`src/design/lfq_pkg.sv`:
```
package lfq_pkg;

  localparam int unsigned NODES_DEF      = 256;
  localparam int unsigned THREADS_DEF    = 8;
  localparam int unsigned VALUE_BITS_DEF = 32;

  // Stream payload layout
  localparam int unsigned TID_BITS      = 3;
  localparam int unsigned PORT_VAL_BITS = 32;
  localparam int unsigned IN_DATA_BITS  = 40;
  localparam int unsigned OUT_DATA_BITS = 48;
  localparam int unsigned SIZE_OUT_BITS = 8;

  typedef enum logic {
    OP_ENQ = 1'b0,
    OP_DEQ = 1'b1
  } lfq_op_e;

  typedef enum logic [2:0] {
    ST_IDLE,
    ST_ENQ_ALLOC,
    ST_ENQ_LINK,
    ST_DEQ_POP,
    ST_RESP
  } lfq_state_e;

  typedef struct packed {
    logic accept;
    logic enq_alloc;
    logic enq_link;
    logic deq_pop;
    logic load_out;
  } lfq_cmd_t;

  typedef struct packed {
    logic in_deq;
    logic enq_ok;
    logic out_free;
  } lfq_sts_t;

endpackage

```
`src/design/lfq_ctrl.sv`:
```
module lfq_ctrl (
  input  logic              clk_i,
  input  logic              rst_ni,
  input  logic              in_valid_i,
  output logic              in_ready_o,
  input  lfq_pkg::lfq_sts_t sts_i,
  output lfq_pkg::lfq_cmd_t cmd_o
);

  lfq_pkg::lfq_state_e state_q, state_d;

  always_ff @(posedge clk_i or negedge rst_ni) begin
    if (!rst_ni) begin
      state_q <= lfq_pkg::ST_IDLE;
    end else begin
      state_q <= state_d;
    end
  end

  always_comb begin
    state_d = state_q;
    unique case (state_q)
      lfq_pkg::ST_IDLE: begin
        if (in_valid_i) begin
          state_d = sts_i.in_deq ? lfq_pkg::ST_DEQ_POP : lfq_pkg::ST_ENQ_ALLOC;
        end
      end
      lfq_pkg::ST_ENQ_ALLOC: begin
        state_d = sts_i.enq_ok ? lfq_pkg::ST_ENQ_LINK : lfq_pkg::ST_RESP;
      end
      lfq_pkg::ST_ENQ_LINK: state_d = lfq_pkg::ST_RESP;
      lfq_pkg::ST_DEQ_POP:  state_d = lfq_pkg::ST_RESP;
      lfq_pkg::ST_RESP: begin
        if (sts_i.out_free) begin
          state_d = lfq_pkg::ST_IDLE;
        end
      end
      default: state_d = lfq_pkg::ST_IDLE;
    endcase
  end

  always_comb begin
    cmd_o      = '0;
    in_ready_o = 1'b0;
    unique case (state_q)
      lfq_pkg::ST_IDLE: begin
        in_ready_o   = 1'b1;
        cmd_o.accept = in_valid_i;
      end
      lfq_pkg::ST_ENQ_ALLOC: cmd_o.enq_alloc = 1'b1;
      lfq_pkg::ST_ENQ_LINK:  cmd_o.enq_link  = 1'b1;
      lfq_pkg::ST_DEQ_POP:   cmd_o.deq_pop   = 1'b1;
      lfq_pkg::ST_RESP:      cmd_o.load_out  = sts_i.out_free;
      default: ;
    endcase
  end

  // Tail relink only follows a successful allocation
  a_link_after_alloc: assert property (@(posedge clk_i) disable iff (!rst_ni)
    state_q == lfq_pkg::ST_ENQ_LINK |->
      $past(state_q) == lfq_pkg::ST_ENQ_ALLOC && $past(sts_i.enq_ok))
    else $error("tail relink without allocated node");

  a_single_item: assert property (@(posedge clk_i) disable iff (!rst_ni)
    cmd_o.accept |=> !in_ready_o)
    else $error("second item taken while one is in flight");

  a_resp_holds: assert property (@(posedge clk_i) disable iff (!rst_ni)
    state_q == lfq_pkg::ST_RESP && !sts_i.out_free |=> state_q == lfq_pkg::ST_RESP)
    else $error("result left while the output register was full");

endmodule

```
`config.mk`:
```
export PLATFORM = sky130hd
export DESIGN_NAME = lfq_ctrl
export DESIGN_NICKNAME = d
export VERILOG_FILES = /design/src/design/lfq_pkg.sv /design/src/design/lfq_ctrl.sv
export SDC_FILE = /design/constraint.sdc
export NUM_CORES = 1
export LEC_CHECK = 0
export ABC_CLOCK_PERIOD_IN_PS = 1400
export BUFFER_PORTS_ARGS = -buffer_cell sky130_fd_sc_hd__buf_2
export CORE_AREA = 2 2 39 41
export CTS_BUF_LIST = sky130_fd_sc_hd__clkbuf_8
export DETAILED_ROUTE_END_ITERATION = 10
export DIE_AREA = 0 0 41 43
export PLACE_DENSITY = 0.36
export SLEW_MARGIN = 25
export SYNTH_ARGS = -nofsm -noshare
export SYNTH_HDL_FRONTEND = slang
export SYNTH_SLANG_ARGS = --single-unit
export TNS_END_PERCENT = 1
```
`constraint.sdc`:
```
create_clock -name clk_i -period 1.4 [get_ports clk_i]
set_clock_uncertainty 0.05 [all_clocks]
set_input_delay 0.21 -clock clk_i [delete_from_list [all_inputs] [get_ports clk_i]]
set_output_delay 0.21 -clock clk_i [all_outputs]
set_load 0.05 [all_outputs]
```
# == Yosys cells after proc, flatten, opt, wreduce, memory -nomap -nowiden ==
# Index checks and enable logic that the tools add are counted.
# Widths: inputs -> output; s select.
# classes
add_sub_neg,0
multipliers,0
div,0
order_cmp,0
n_eq_ne,6
shifts,0
muxes,11
bitwise_logic,0
reduce_logical,3
# op_table
op,count
$pmux 3 s4,1
$mux 3,3
$eq 3x2->1 const B,2
$mux 1,6
$ne 2x2->1 const B,2
$eq 3x1->1 const B,1
$eq 3x3->1 const B,1
$logic_not 3->1,1
$mux 2,1
$reduce_and 2->1,1
$reduce_or 2->1,1
# totals
ff_bits,3
latchBits,0
mem_bits_rw,0
mem_bits_ro,0
in_bits,6
output_inout_bits,6
word_cells,21
mem_count,0

# == Depth between registers and ports, before layout ==
# depth
ltp_word,3
ltp_mapped,3
ltp_nobuf,3

# == Worst setup path after synthesis ==
# No wires, ideal clock.
# synth_timing
path_type,reg2out
startpoint,reg state_q[1]
endpoint,out cmd_o[4] in the netlist's numbering
arrival_time_ps,1687
required_time_ps,1140
path_slack_ps,-547
path_stages_with_launch,3
n_path_buf,0
path_cell_list,dfrtp_1 > nor3_2 > and2_1
# synth_rtl
element,line_no,text
from (decl),lfq_ctrl.sv:10,"lfq_pkg::lfq_state_e state_q, state_d;"
from (signal assigned),lfq_ctrl.sv:14,state_q <= lfq_pkg::ST_IDLE;
from (signal assigned),lfq_ctrl.sv:16,state_q <= state_d;
to (decl),lfq_ctrl.sv:7,output lfq_pkg::lfq_cmd_t cmd_o

==> metrics.yaml <==
max_freq_mhz: 682
initial_core_util_pct: 12.7
cpPeakStageDelay_ps: 460
first_pass_iters: 2
p_leak_nw: 0.176
port-buffer-count: 11
htreeDepth: 1
netlist_instances: 18
ys_seq_elements: 3
worst-path-buf-inv: 1
worstPathArrival_ps: 1210
wl_per_cell_um: 10.3
slew_headroom_pct: 83.4
place_ws_ps: 55.4
cp_top_family: "flip-flops"
cts_made_buffers: 3
yosys_warnings: 0
setup_viol_count_final: 3
endpoint_kind: "primary output"
power_uw: 941
grt_pass1_vias: 209
drc: 0
worstSetupStartpointType: "flip-flop"
drtIter0Drc: 1
synth-seq-area-share_pct: 42.9
hold_slack_ps: 165
placed_area_um2: 270
drv_cap: 0
grt_first_pass_wirelength_um: 903
clockBufferDepth: 2
crit_type: "reg2out"
drive_gt1_share_pct: 71.4
synth-async-reset-ratio_pct: 100
ys_types: 13
die_h_um: 43
clk_transition_reported_paths_ps: 30
fin_ws_ps: -65.7
fin_crit_ps: 1470
crit_chain: "nor3_4, and2_4, buf_8"
synth_area_leaders: "dfrtp_1 (43%), nor3b_1 (8.6%), a211oi_2 (7.1%), and2_1 (7.1%), and3b_2 (5.7%)"
cts-root-buf: "clkbuf_8"
grt_usage_pct: 8.35
finalMaxSlewViolations: 0
synth_common_cells: "dfrtp_1 (3), and2_1 (2), nand2_1 (2), nor3b_1 (2)"
syn_to_final_growth_pct: 113
postRouteAntennaNets: 0
clkSinkCount: 3
finalCritPeriodShare_pct: 105
io_pins: 12
die_w_um: 41
rsz0062_at_grt: "yes"
tightest_slew_ps: 251
cts_tree: "built"
coreArea_um2: 1380
yosysTopAreaCell: "dfrtp_1"
gr-total-overflow: 0
vias: 202
p_per_area_nw_per_um2: 2520
failed_checks: "setup timing"
synth-edff-count: 0
largest_register_ffs: 3
irDropWorstVdd_mv: 0.912
yosysMostFrequentCell: "dfrtp_1"
crit_fanout: 6
place_congestion: 0.608
hpwl_um: 370
grt_start_max_net_pins: 9
syn_area_um2: 175
synth_nets: 24
hp-class: "in2reg"
largest_register: "state_q"
netlist.area_leader.share_pct: 42.9
critPathSlowestCell: "dfrtp_2"
clkLatencyLatePin_ps: 220
biggestRegsByFlops: "state_q (3)"
die_area_um2: 1760
synth.avg_cell_area_um2: 9.73
wl_um: 523
ys.flop_type: "dfrtp_1"
final_nets: 42
row_count: 14
avgViaCountPerCell: 3.96
status: "finished with violations"
final_cell_area_um2: 373
num_antenna_cells: 0
hold_viol: 0
cp.required_ps: 1140
antenna_found_initial: 0
==> logic make-up (layout without fill, tap and decap cells) <==
kind of cell,Yosys count,after routing,share of synthesized area (%)
AOI/OAI and AO/OA,3,3,13.6
DFF,3,3,42.9
buffers and inverters,1,18,2.14
and+or+nand+nor,11,11,41.4
==> cell usage in the layout, fill, tap and decap left out <==
| cell | synthesis | layout |
|---|---|---|
| buf_2 | 0 | 6 |
| buf_6 | 0 | 4 |
| clkbuf_8 | 0 | 3 |
| dfrtp_2 | 0 | 3 |
| nor3b_2 | 0 | 2 |
| nand2_1 | 2 | 2 |
| inv_1 | 1 | 2 |
| nor3_4 | 0 | 1 |
| and3b_2 | 1 | 1 |
| nor2_2 | 0 | 1 |
| and3_1 | 1 | 1 |
| and2_4 | 0 | 1 |
| a21oi_1 | 1 | 1 |
| o22ai_1 | 1 | 1 |
| nand3b_1 | 1 | 1 |
| a211oi_2 | 1 | 1 |
| and2_1 | 2 | 1 |
| dlygate4sd3_1 | 0 | 1 |
| buf_8 | 0 | 1 |
| buf_4 | 0 | 1 |
==> cell type report <==
type | instances | area [um^2]
Sequential cell | 3 | 78.8
Inverter | 1 | 3.75
Timing Repair Buffer | 13 | 108
Tap cell | 16 | 20.0
Multi-Input combinational cell | 14 | 118
Clock inverter | 1 | 3.75
Fill cell | 154 | 1010
Clock buffer | 3 | 41.3
==> layer usage <==
metal / part of all wire [%] / track usage (%) / vias to the layer above
li1: - / - / 98
met1: 42 / 10.0 / 89
met2: 43 / 9.69 / 13
met3: 12 / 6.28 / 2
met4: 1.5 / 6.00 / 0
met5: 0 / 0 / -
==> through the flow <==
step | std cells | setup TNS (ps) | util [%]
detailed placement | 45 | 0 | 19.5
global route | 51 | -350 | 26.9
finish | 51 | -145 | 26.9
floorplan | 18 | -202 | -
CTS | 51 | -174 | 25.8
global placement | 45 | 0 | 19.5
==> report_power, final <==
group          switching (mW)  internal [mW]  leakage (nW)
Sequential             0.0832          0.124        0.0349
Clock                  0.0601          0.187        0.0269
Combinational           0.287          0.200         0.114
==> path summary, 6_finish.rpt <==
check	start	to	slack, ps	cells past startpoint
max	state_q[2]	cmd_o[4]	-70	3
min reg2reg	state_q[2]	state_q[1]	490	1
min	sts_i[0]	state_q[2]	160	2
max reg2reg	state_q[0]	state_q[1]	390	2
min in group asynchronous	rst_ni	state_q[0]	270	2
max in group asynchronous	rst_ni	state_q[2]	910	2
==> timing repair <==
action | in CTS | in global routing
hold buffers | 1 | 0
setup buffers | 1 | 0
hold endpoints to repair | 3 | 0
endpoints found under the setup margin | 6 | 6
pin swaps | 2 | 1
gates resized for setup | 9 | 6
Note: power is estimated with default switching activity, not from simulation.
